==> src/hdl/bzf_stack.sv <==
// bzf_stack: row memory holding the pending right halves and their levels
// one write port, one read port with registered read data; no package use
`timescale 1ns / 1ps

module bzf_stack #(
    parameter int DEPTH = 5,
    parameter int AW    = 3,
    parameter int DW    = 8
) (
    input  logic          aclk,
    input  logic          we,
    input  logic [AW-1:0] waddr,
    input  logic [DW-1:0] wdata,
    input  logic          re,
    input  logic [AW-1:0] raddr,
    output logic [DW-1:0] rdata
);
    logic [DW-1:0] mem [DEPTH];
    logic [DW-1:0] rdata_reg;

    always_ff @(posedge aclk) begin
        if (we) begin
            mem[waddr] <= wdata;
        end
        if (re) begin
            rdata_reg <= mem[raddr];
        end
    end

    assign rdata = rdata_reg;

endmodule

==> config.mk <==
export PLATFORM = sky130hd
export DESIGN_NAME = bzf_stack
export DESIGN_NICKNAME = d
export VERILOG_FILES = /design/src/hdl/bzf_stack.sv
export SDC_FILE = /design/constraint.sdc
export NUM_CORES = 1
export LEC_CHECK = 0
export CAP_MARGIN = 40
export CORE_AREA = 4 4 74 76
export DETAILED_ROUTE_END_ITERATION = 16
export DIE_AREA = 0 0 78 80
export DONT_BUFFER_PORTS = 1
export GPL_ROUTABILITY_DRIVEN = 0
export HOLD_SLACK_MARGIN = 0.12
export SETUP_SLACK_MARGIN = 0.4
export SLEW_MARGIN = 40
export SYNTH_ARGS = -nofsm -noshare
export SYNTH_HDL_FRONTEND = slang
export SYNTH_SLANG_ARGS = --single-unit
export TNS_END_PERCENT = 50
==> constraint.sdc <==
create_clock -name aclk -period 3.45 [get_ports aclk]
set_input_delay 0.1725 -clock aclk [delete_from_list [all_inputs] [get_ports aclk]]
set_output_delay 0.1725 -clock aclk [all_outputs]
set_load 0.01 [all_outputs]
# Word-level counts from Yosys, hierarchy flattened

Memories as Yosys holds them, arrays and structs flattened. A register that Yosys moved wholly into a read port is not among the register bits.
Cells that the tools add are included.

RAM bits: 40
Memories: 1
Bits of input ports: 17
Memory bits (read-only): 0
Latch bits: 0
Logic and storage cells: 3
Bits in registers: 0

Reduce and logical (&&, ||, !) cells: 0
Multipliers: 0
Shift operators: 0
Bitwise gates (word level): 0
$add $sub $neg: 0
$lt $le $gt $ge: 0
Div/mod/pow operators: 0
Muxes and demuxes: 2
Equal/unequal tests: 0

Memory list:

| name | depth | width | read ports | clocked after Yosys merged registers in | wr ports | RTL line | text |
|---|---|---|---|---|---|---|---|
| mem  | 5     | 8     | 1          | 1                                       | 1        | 18       | `logic [DW-1:0] mem [DEPTH];` |

Operators with widths:

| cell              | count |
|---|---|
| 1-bit two-way mux | 2 |

# Logic depth before layout (Yosys ltp)

Gate-level depths: netlist (run 1).

Word-level depth: 2
Depth in mapped cells: 5

# Least setup slack after synthesis (run 1)

No wires, ideal clock.

Kind: input to register
Start: in waddr[0]
End: mem mem[4][0] (enable)
Library setup time: 0.385 ns
Setup slack: 2.056 ns
Stages on the path: 2
Required time: 3.065 ns
Arrival: 1.008 ns
Cell sequence: nand2b_1 > nor3b_1

RTL lines:

| item               | RTL line | text |
|---|---|---|
| start: declaration | 12       | `input logic [AW-1:0] waddr,` |
| end: declaration   | 18       |  |

Straight into the memory's write port.

==> run summary, run 1 <==
status: completed
Clock transition at path regs: 0.08 ns
M1 WL: 1240 um
vias in the first global route: 869
worst reg-to-reg setup slack: 2.35 ns
crit path kind: flip-flop to flip-flop
Pwr Density: 491 nW/um^2
crit path capture: rdata[0]
CP max stage cell: edfxtp_1
Hold Fails Final Rpt: 0
final setup fails: 0
CTS tree: done
Least-Margin Pin Slew: 0.822 ns
top cells by area, synth: edfxtp_1 (78%), mux2i_1 (4.3%), a221oi_1 (3.3%), a211oi_1 (2.8%), and2b_4 (2.2%)
max reg flops: 40
Tmin final: 1.10 ns
CP Max Fanout: 1
Clock Latency Late Sink: 0.29 ns
total power: 1.04 mW
DRT antenna net count: 0
first-pass GRT wire length: 4430 um
pin count of the biggest net entering global routing: 25
r2r endpoint: rdata[0]
Leak: 0.688 nW
crit start category: flip-flop
Clock Sinks: 48
Synth Net Count: 119
Critical Path Source: mem[2][0]
hold buffers post-CTS: 11
period utilization: 31.7%
Worst slew margin: 45.0%
register area share after synthesis: 77.9%
f_max: 0.913 GHz
TritonRoute pass-1 iters: 4
routed wl met3: 98 um
CP required: 3.45 ns
Reg-to-Reg Start: mem[2][0]
Critical Path End Type: flip-flop
initial core utilization: 39.2%
length of routed met2 wiring: 1480 um
# rows: 25
# resized after CTS: 0
DR vias: 892
setup_tns: 0 ns
Remaining DRCs: 0
DRT iter0 DRCs: 65
pins over their slew limit: 0
HPWL after DPL: 1900 um
initial antenna violation count: 0
H-tree levels: 2
worst hold path type: primary input to flip-flop
CTS Root Cell: clkbuf_8
CP bufs+invs: 0
layout cells sized above 1: 13.6%
top-area cell type share of the netlist area: 77.9%
crit-path cells: and2b_4 > a211oi_1 > a221oi_1
post-synthesis cell area: 1850 sq um
Die Y: 80 um
WL final: 2900 um
post-synth top area cell: edfxtp_1
RSZ-0062 raised after global routing: no
Final Instance Area: 2110 sq um
number of I/O pins: 25
WP depth: 3
WL/cell: 15.6 um
maxcap violations: 0
top routing layer used: met4
Worst VDD drop: 0.158 mV
CP arrival: 1.10 ns
fin util: 44.8%
Chip Width: 78 um
Synth cell types: 16
clock skew: 0.00886 ns
synthesis warning total: 0
total global-route track usage: 10.2%
core box area: 4720 sq um
cts bufs inserted: 5
DP Area: 1910 sq um
IO Port Bufs: 0
Vias/cell: 4.82
Post-CTS Setup Inserts: 0
clock buffer depth: 2
worst reg2reg path depth: 3
Die Area: 6240 sq um
GRT Residual Overflow: 0
fin nets: 134
FF+latch count, synth: 48
Worst path top cell family by delay: flip-flops
Largest stage delay, worst path: 0.36 ns
Syn Inst Count: 102
Syn Area/Cell: 18.1 sq um
area grow syn2layout: 14.3%
Antenna diodes: 0
-- layout make-up --
| cell class | count | area, sq um |
|---|---|---|
| Clock buffer | 6 | 72.6 |
| Clock inverter | 2 | 11.3 |
| Multi-Input combinational cell | 42 | 355 |
| Fill cell | 407 | 2610 |
| Sequential cell | 48 | 1440 |
| Tap cell | 67 | 83.8 |
| Inverter | 8 | 30.0 |
| Timing Repair Buffer | 12 | 120 |
-- where the power goes --
| group | leakage (nW) | switching [mW] | total (mW) | internal, mW |
|---|---|---|---|---|
| combinational | 0.209 | 0.0269 | 0.0528 | 0.0258 |
| sequential | 0.440 | 0.00863 | 0.675 | 0.666 |
| clock | 0.0388 | 0.170 | 0.310 | 0.140 |
-- Yosys cell counts --
master	instances
nand2_1	1
a211oi_2	1
a221oi_2	1
nand2b_1	3
inv_1	8
nor2b_1	4
a221oi_1	7
nor3b_1	1
buf_6	3
nor3_1	2
nor2_1	3
edfxtp_1	48
and2b_4	4
buf_4	1
a211oi_1	7
mux2i_1	8
-- logic make-up after synthesis --
logic type | Yosys count | share of synthesized area, %
AND/OR/NAND/NOR | 18 | 6.29
multiplexers | 8 | 4.33
flip-flops | 48 | 77.9
buffers and inverters | 12 | 3.85
AO/OA/AOI/OAI | 16 | 7.64
-- stage by stage --
stage,cells,worst slack [ns],hold WS [ns]
global route,185,2.28,0.126
detailed placement,165,2.03,0.272
floorplan,102,2.06,0.271
global placement,165,1.76,0.272
finish,185,2.35,0.133
CTS,184,2.34,0.126
-- per-layer routing --
layer,vias up,track usage [%]
met5,-,0
li1,424,-
met4,0,6.29
met2,19,17.4
met1,444,10.9
met3,5,3.50
-- worst min-delay path by stage --
stage / start / to / depth (start not counted)
after global routing: waddr[1] / mem[0][5] / 1
after global placement: wdata[0] / mem[2][0] / 0
after CTS: raddr[2] / rdata[0] / 1
final: raddr[2] / rdata[1] / 1
after detailed placement: wdata[0] / mem[0][0] / 0
after floorplan: wdata[0] / mem[0][0] / 0
-- worst reg2reg max path, delay by kind of cell, from the launching register on --
kind | cells | cell delay, ns
flops | 1 | 0.36
compound gates | 2 | 0.28
simple gates | 1 | 0.16
-- cell usage in the layout, fill, tap and decap left out --
cell type      Yosys  layout
a211oi_1           7       7
a211oi_2           1       1
a221oi_1           7       7
a221oi_2           1       1
and2b_4            4       4
clkbuf_1           0       1
clkbuf_8           0       5
clkinv_1           0       1
clkinvlp_4         0       1
dlygate4sd3_1      0      12
edfxtp_1          48      48
inv_1              8       8
mux2i_1            8       8
nand2_1            1       1
nand2b_1           3       3
nor2_1             3       2
nor2_2             0       1
nor2b_1            4       4
nor3_2             0       2
nor3b_2            0       1
Note: power is estimated with default switching activity, not from simulation.
==> inputs of run 2 (changes only) <==
Settings changed: ABC_AREA set to 1, CORE_AREA 4 4 74 76 to 4 4 76 78, DIE_AREA 0 0 78 80 to 0 0 80 82.
Clock period 3.45 ns to 0.9 ns, I/O delays scaled along.
==> run 2 against run 1 <==
The flow now finishes with violations (hold timing, setup timing). Sequential power rose to 3.8 times the previous value. Cell area rose by 9.4%. Sequential cell count did not move. Global-route usage rose by 1.3 points. Clock-buffer cell count did not move. Largest power group unchanged.
==> run summary, run 2 <==
clock buffer depth: 2 (unchanged)
Remaining DRCs: 0 (unchanged)
number of I/O pins: 25 (unchanged)
hold path startpoint: wdata[3]
initial core utilization: 39.1% (-0.13 points)
Pwr Density: 1860 nW/um^2 (+280%)
Reg-to-Reg Start: mem[1][6]
# rows: 26 (+4.0%)
r2r endpoint: rdata[6]
status: finished, violations left
HPWL after DPL: 2220 um (+17%)
DP Area: 2190 sq um (+15%)
CP required: 0.96 ns (-2.49 ns)
Die Area: 6560 sq um (+5.1%)
Post-CTS Setup Inserts: 0 (unchanged)
CP Max Fanout: 1 (unchanged)
post-synth top area cell: edfxtp_1
DRT antenna net count: 0 (unchanged)
Sw Share: 19.4% (-0.37 points)
most frequent CP cell: nand2_1
Final Instance Area: 2310 sq um (+9.4%)
Finished Layout Cells: 257 (+39%)
CP max stage cell: edfxtp_1
crit-path cells: inv_1 > nand2_1 > nand3_1 > nand2_1 > nand2_1 > nand2_1
H-tree levels: 2 (unchanged)
WHS Endpoint: mem[4][3]
post-synthesis cell area: 1980 sq um (+7.1%)
crit path kind: flip-flop to flip-flop
Largest stage delay, worst path: 0.38 ns (+0.02 ns)
pins over their slew limit: 0 (unchanged)
Worst VDD drop: 0.647 mV (+310%)
CTS tree: done
Clock transition at path regs: 0.09 ns (about the same)
cts bufs inserted: 5 (unchanged)
total global-route track usage: 11.5% (+1.3 points)
placed cell count: 249 (+51%)
CTS Root Cell: clkbuf_8
Chip Width: 80 um (+2.6%)
Hold Fails Final Rpt: 56 (+56)
initial antenna violation count: 0 (unchanged)
setup_tns: -0.232 ns (-0.232 ns)
Synth Net Count: 196 (+65%)
Synth cell types: 13 (-3)
area grow syn2layout: 16.7%
crit start category: flip-flop
Seq pwr share: 60.1% (-4.9 points)
commonest non-fill, non-tap cell in the layout: nand2_1
Vias/cell: 4.43 (-8.2%)
most numerous cell in the Yosys netlist: nand2_1
core box area: 5070 sq um (+7.4%)
Clock power frac: 34.6% (+4.7 points)
Internal: 3.47 mW (+320%)
Least-Margin Pin Slew: 0.202 ns (-0.620 ns)
Clock Sinks: 48 (unchanged)
TritonRoute pass-1 iters: 6 (+2)
Fillers: 501 (+23%)
final hold slack: -0.162 ns (-0.295 ns)
register area share after synthesis: 72.7% (-5.2 points)
top cells by area, synth: edfxtp_1 (73%), nand2_1 (13%), inv_1 (6.6%), nand3_1 (4.0%), buf_6 (1.1%)
DR vias: 1138 (+28%)
worst hold path type: primary input to flip-flop
Syn Inst Count: 179 (+75%)
Syn Area/Cell: 11.1 sq um (-39%)
GRT Residual Overflow: 0 (unchanged)
synthesis warning total: 0 (unchanged)
vias in the first global route: 1074 (+24%)
Hold Crit Depth: 0 (-1)
clock skew: 0.00966 ns (+0.000802 ns)
Antenna diodes: 0 (unchanged)
Clock Latency Late Sink: 0.30 ns (about the same)
first-pass GRT wire length: 5360 um (+21%)
Worst slew margin: 86.5% (+42 points)
Post-synth top cells: nand2_1 (66), edfxtp_1 (48), inv_1 (35)
max reg flops: 40 (unchanged)
fin nets: 203 (+51%)
Post-synth EDFFs: 48 (unchanged)
final setup fails: 8 (+8)
top-area cell type share of the netlist area: 72.7% (-5.2 points)
failing checks: hold timing, setup timing
fin util: 45.6% (+0.82 points)
WL final: 3340 um (+15%)
pin count of the biggest net entering global routing: 18 (-28%)
DRT iter0 DRCs: 91 (+40%)
CP arrival: 1.03 ns (-0.07 ns)
worst reg-to-reg setup slack: -0.07 ns (-2.42 ns)
period utilization: 108% (+76 points)
f_max: 1.03 GHz (+13%)
ys async rst share: 0% (unchanged)
Die Y: 82 um (+2.5%)
IO Port Bufs: 0 (unchanged)
Primary FF master, synth: edfxtp_1
layout cells sized above 1: 13.4% (-0.19 points)
WL/cell: 13.0 um (-17%)
maxcap violations: 0 (unchanged)
Logic pwr share: 5.2% (about the same)
switching power: 0.835 mW (+310%)
FF+latch count, synth: 48 (unchanged)
Critical Path End Type: flip-flop
RSZ-0062 raised after global routing: yes
most frequent cells in the layout: nand2_1 (64), edfxtp_1 (48), inv_1 (33)
Leak: 0.974 nW (+42%)
worst reg2reg path depth: 6 (+3)
Tmin final: 0.968 ns (-0.127 ns)
setup ws final: -0.0681 ns (-2.42 ns)
[run 2: cell count changes in the layout (fill, tap and decap cells not counted), sizes merged, moves of 5 or more]
cell	delta
mux2i	-8
dlygate4sd3	-12
nand2	+65
buf	+5
a211oi	-8
inv	+29
nand3	+16
a221oi	-8
[run 2: per-layer routing]
| layer | track usage (%) | wire length, um | share of wire, % |
|---|---|---|---|
| met5 | 0 | 0 | 0 |
| met3 | 4.82 | 242 | 7.2 |
| met4 | 4.05 | 36 | 1.1 |
| met1 | 13.7 | 1420 | 43 |
| met2 | 18.6 | 1640 | 49 |
[run 2: through the flow]
step,setup slack [ns],power [mW]
floorplan,-0.00696,2.82
global placement,-0.0331,2.86
detailed placement,-0.0509,2.86
CTS,-0.0802,4.34
global route,-0.130,4.48
finish,-0.0681,4.30
[run 2: kinds of logic (layout without fill, tap and decap cells)]
| kind of cell | Yosys count | after routing | synth area share [%] |
|---|---|---|---|
| and+or+nand+nor | 88 | 88 | 18.0 |
| buffers and inverters | 43 | 51 | 9.28 |
| DFF | 48 | 48 | 72.7 |
[run 2: critical path: cells and delay by family (launching register included)]
family | cells | cell delay, ns
flops | 1 | 0.38
simple gates | 5 | 0.30
buf+inv | 1 | 0.06
[run 2: layout make-up]
cell class | count | area [sq um] | share of cell area (%)
well taps | 70 | 87.6 | 3.79
clock inverters | 2 | 35.0 | 1.51
repair buffers | 5 | 100 | 4.33
multi-input cells | 88 | 423 | 18.3
inverters | 38 | 154 | 6.65
clock buffers | 6 | 72.6 | 3.14
flip-flops and latches | 48 | 1440 | 62.3
[run 2: power by group through the flow]
stage / Clock [mW] / Combinational, mW / Sequential, mW
after floorplan: 0 / 0.186 / 2.63
after CTS: 1.52 / 0.228 / 2.59
after global routing: 1.63 / 0.253 / 2.60
after detailed placement: 0 / 0.220 / 2.64
final: 1.49 / 0.225 / 2.59
after global placement: 0 / 0.216 / 2.64
[run 2: how the worst max path moves through the flow]
stage                   start        end  slack, ns  cells after the start
floorplan            waddr[2]  mem[1][0]     -0.007                      2
global placement    mem[2][2]   rdata[2]      -0.03                      6
detailed placement  mem[0][1]   rdata[1]      -0.05                      6
CTS                 mem[1][6]   rdata[6]      -0.08                      6
global route        mem[3][1]   rdata[1]      -0.13                      6
finish              mem[1][6]   rdata[6]      -0.07                      6
[run 2: repair_timing]
action,CTS,global route
endpoints found under the hold margin,64,64
resized for setup,6,0
setup endpoints to repair,56,48
gates cloned,0,0
pin swaps,9,9
==> inputs of run 3 (changes only) <==
Settings changed: SLEW_MARGIN 40 to unset.
Clock period 0.9 ns to 1.05 ns, I/O delays scaled along.
==> run 3 against run 2 <==
The flow finishes with violations (hold timing). Final cell count up 2.7%. Via count up 2.8%. Register-to-register slack better by 0.13 ns. Cell area up 1.8%. Clock power down 16%. Largest power group unchanged.
==> run summary, run 3 (synthesized netlist as in run 2, its figures left out) <==
# resized after CTS: 0 (-6)
maxcap violations: 0 (unchanged)
Critical Path End Type: flip-flop
Worst slew margin: 80.0% (-6.6 points)
layout cells sized above 1: 10.8% (-2.5 points)
# rows: 26 (unchanged)
Clock power frac: 33.9% (-0.7 points)
max reg flops: 40 (unchanged)
Sw Share: 19.4% (about the same)
pins over their slew limit: 0 (unchanged)
Seq pwr share: 60.1% (about the same)
Least-Margin Pin Slew: 0.300 ns (+0.0981 ns)
crit path kind: flip-flop to flip-flop
IO Port Bufs: 0 (unchanged)
Die Area: 6560 sq um (unchanged)
TritonRoute pass-1 iters: 4 (-2)
Chip Width: 80 um (unchanged)
CTS Root Cell: clkbuf_8
hold buffers post-CTS: 8
HPWL after DPL: 2230 um (+0.47%)
clock buffer depth: 2 (unchanged)
GRT Residual Overflow: 0 (unchanged)
Antenna diodes: 0 (unchanged)
Clock Sinks: 48 (unchanged)
Clock transition at path regs: 0.09 ns (about the same)
most frequent cells in the layout: nand2_1 (65), edfxtp_1 (48), inv_1 (34)
crit start category: flip-flop
Post-CTS Setup Inserts: 0 (unchanged)
WL final: 3320 um (-0.78%)
CP Max Fanout: 1 (unchanged)
Remaining DRCs: 0 (unchanged)
setup_tns: 0 ns (+0.232 ns)
failing checks: hold timing
setup ws final: 0.0660 ns (+0.134 ns)
H-tree levels: 2 (unchanged)
pre-CTS setup slack: 0.0831 ns (+0.134 ns)
initial core utilization: 39.1% (unchanged)
DRT iter0 DRCs: 69 (-24%)
cts bufs inserted: 5 (unchanged)
Clock Latency Late Sink: 0.29 ns (about the same)
core box area: 5070 sq um (unchanged)
RSZ-0062 raised after global routing: yes
Leak: 0.993 nW (+1.9%)
CP required: 1.10 ns (+0.14 ns)
switching power: 0.716 mW (-14%)
WL/cell: 12.6 um (-3.4%)
Hold Fails Final Rpt: 16 (-71%)
DRT antenna net count: 0 (unchanged)
worst hold path type: primary input to flip-flop
CTS tree: done
CP arrival: 1.04 ns (about the same)
f_max: 1.02 GHz (-1.6%)
area grow syn2layout: 18.8%
final hold slack: -0.138 ns (+0.0237 ns)
fin nets: 210 (+3.4%)
final setup fails: 0 (-8)
first-pass GRT wire length: 5550 um (+3.6%)
Die Y: 82 um (unchanged)
period utilization: 93.7% (-14 points)
initial antenna violation count: 0 (unchanged)
Internal: 2.97 mW (-14%)
Logic pwr share: 5.9% (+0.7 points)
total global-route track usage: 11.7% (+0.25 points)
vias in the first global route: 1112 (+3.5%)
status: finished, violations left
Worst VDD drop: 0.554 mV (-14%)
Vias/cell: 4.43 (about the same)
number of I/O pins: 25 (unchanged)
DR vias: 1170 (+2.8%)
Pwr Density: 1570 nW/um^2 (-16%)
commonest non-fill, non-tap cell in the layout: nand2_1
clock skew: 0.0107 ns (+0.00101 ns)
pin count of the biggest net entering global routing: 18 (unchanged)
Tmin final: 0.984 ns (+0.0158 ns)
==> run 3: cell types whose count changed in the layout (fill, tap and decap cells not counted), sizes merged <==
cell         change
clkinv           +1
clkbuf           -1
buf              -1
dlygate4sd3      +8
==> run 3: power groups by stage <==
stage          registers, mW  logic (mW)  clock network (mW)
2_1_floorplan           2.26       0.160                   0
3_3_place_gp            2.26       0.182                   0
3_5_place_dp            2.26       0.184                   0
4_1_cts                 2.22       0.225                1.28
5_1_grt                 2.22       0.253                1.37
6_report                2.22       0.219                1.25
==> run 3: metrics by stage <==
stage / cells / hold WS (ns) / util, % / total power [mW] / instance area (sq um)
after floorplan: 179 / 0.151 / - / 2.42 / 2040
after global placement: 248 / 0.152 / 42.7 / 2.44 / 2170
after detailed placement: 248 / 0.152 / 42.7 / 2.45 / 2170
after CTS: 264 / -0.148 / 46.4 / 3.73 / 2350
after global routing: 264 / -0.152 / 46.4 / 3.84 / 2350
final: 264 / -0.138 / 46.4 / 3.69 / 2350
==> run 3: what timing repair did <==
action	4_1_cts	5_1_grt
cloned	0	0
endpoints found under the hold margin	72	32
endpoints found under the setup margin	16	16
pin swaps	3	10
==> run 3: area by class of cell <==
cell class | count | area, sq um
well taps | 70 | 87.6
multi-input cells | 88 | 410
inverters | 38 | 149
repair buffers | 12 | 160
fillers | 486 | 2720
flip-flops and latches | 48 | 1440
clock inverters | 3 | 37.5
clock buffers | 5 | 68.8
==> run 3: final timing paths <==
path | slack (ns) | to | depth (start not counted) | start
worst min-delay path | -0.14 | rdata[5] | 0 | re
worst min register to register | 0.52 | rdata[5] | 2 | mem[4][5]
worst max register to register | 0.07 | rdata[6] | 6 | mem[1][6]
worst max-delay path | 0.07 | rdata[6] | 6 | mem[1][6]
==> run 3: worst max-delay path, stage by stage, from the launching register on <==
cell,delay (ns)
edfxtp_1,0.37
inv_1,0.06
nand2_1,0.05
nand3_1,0.08
nand2_1,0.06
nand2_1,0.05
nand2_1,0.06
==> run 3: routing by layer <==
metal / vias to the layer above / part of all wire, % / global-route usage [%]
li1: 597 / - / -
met1: 541 / 44 / 14.6
met2: 25 / 49 / 18.8
met3: 7 / 5.2 / 3.40
met4: 0 / 2.0 / 5.57
met5: - / 0 / 0
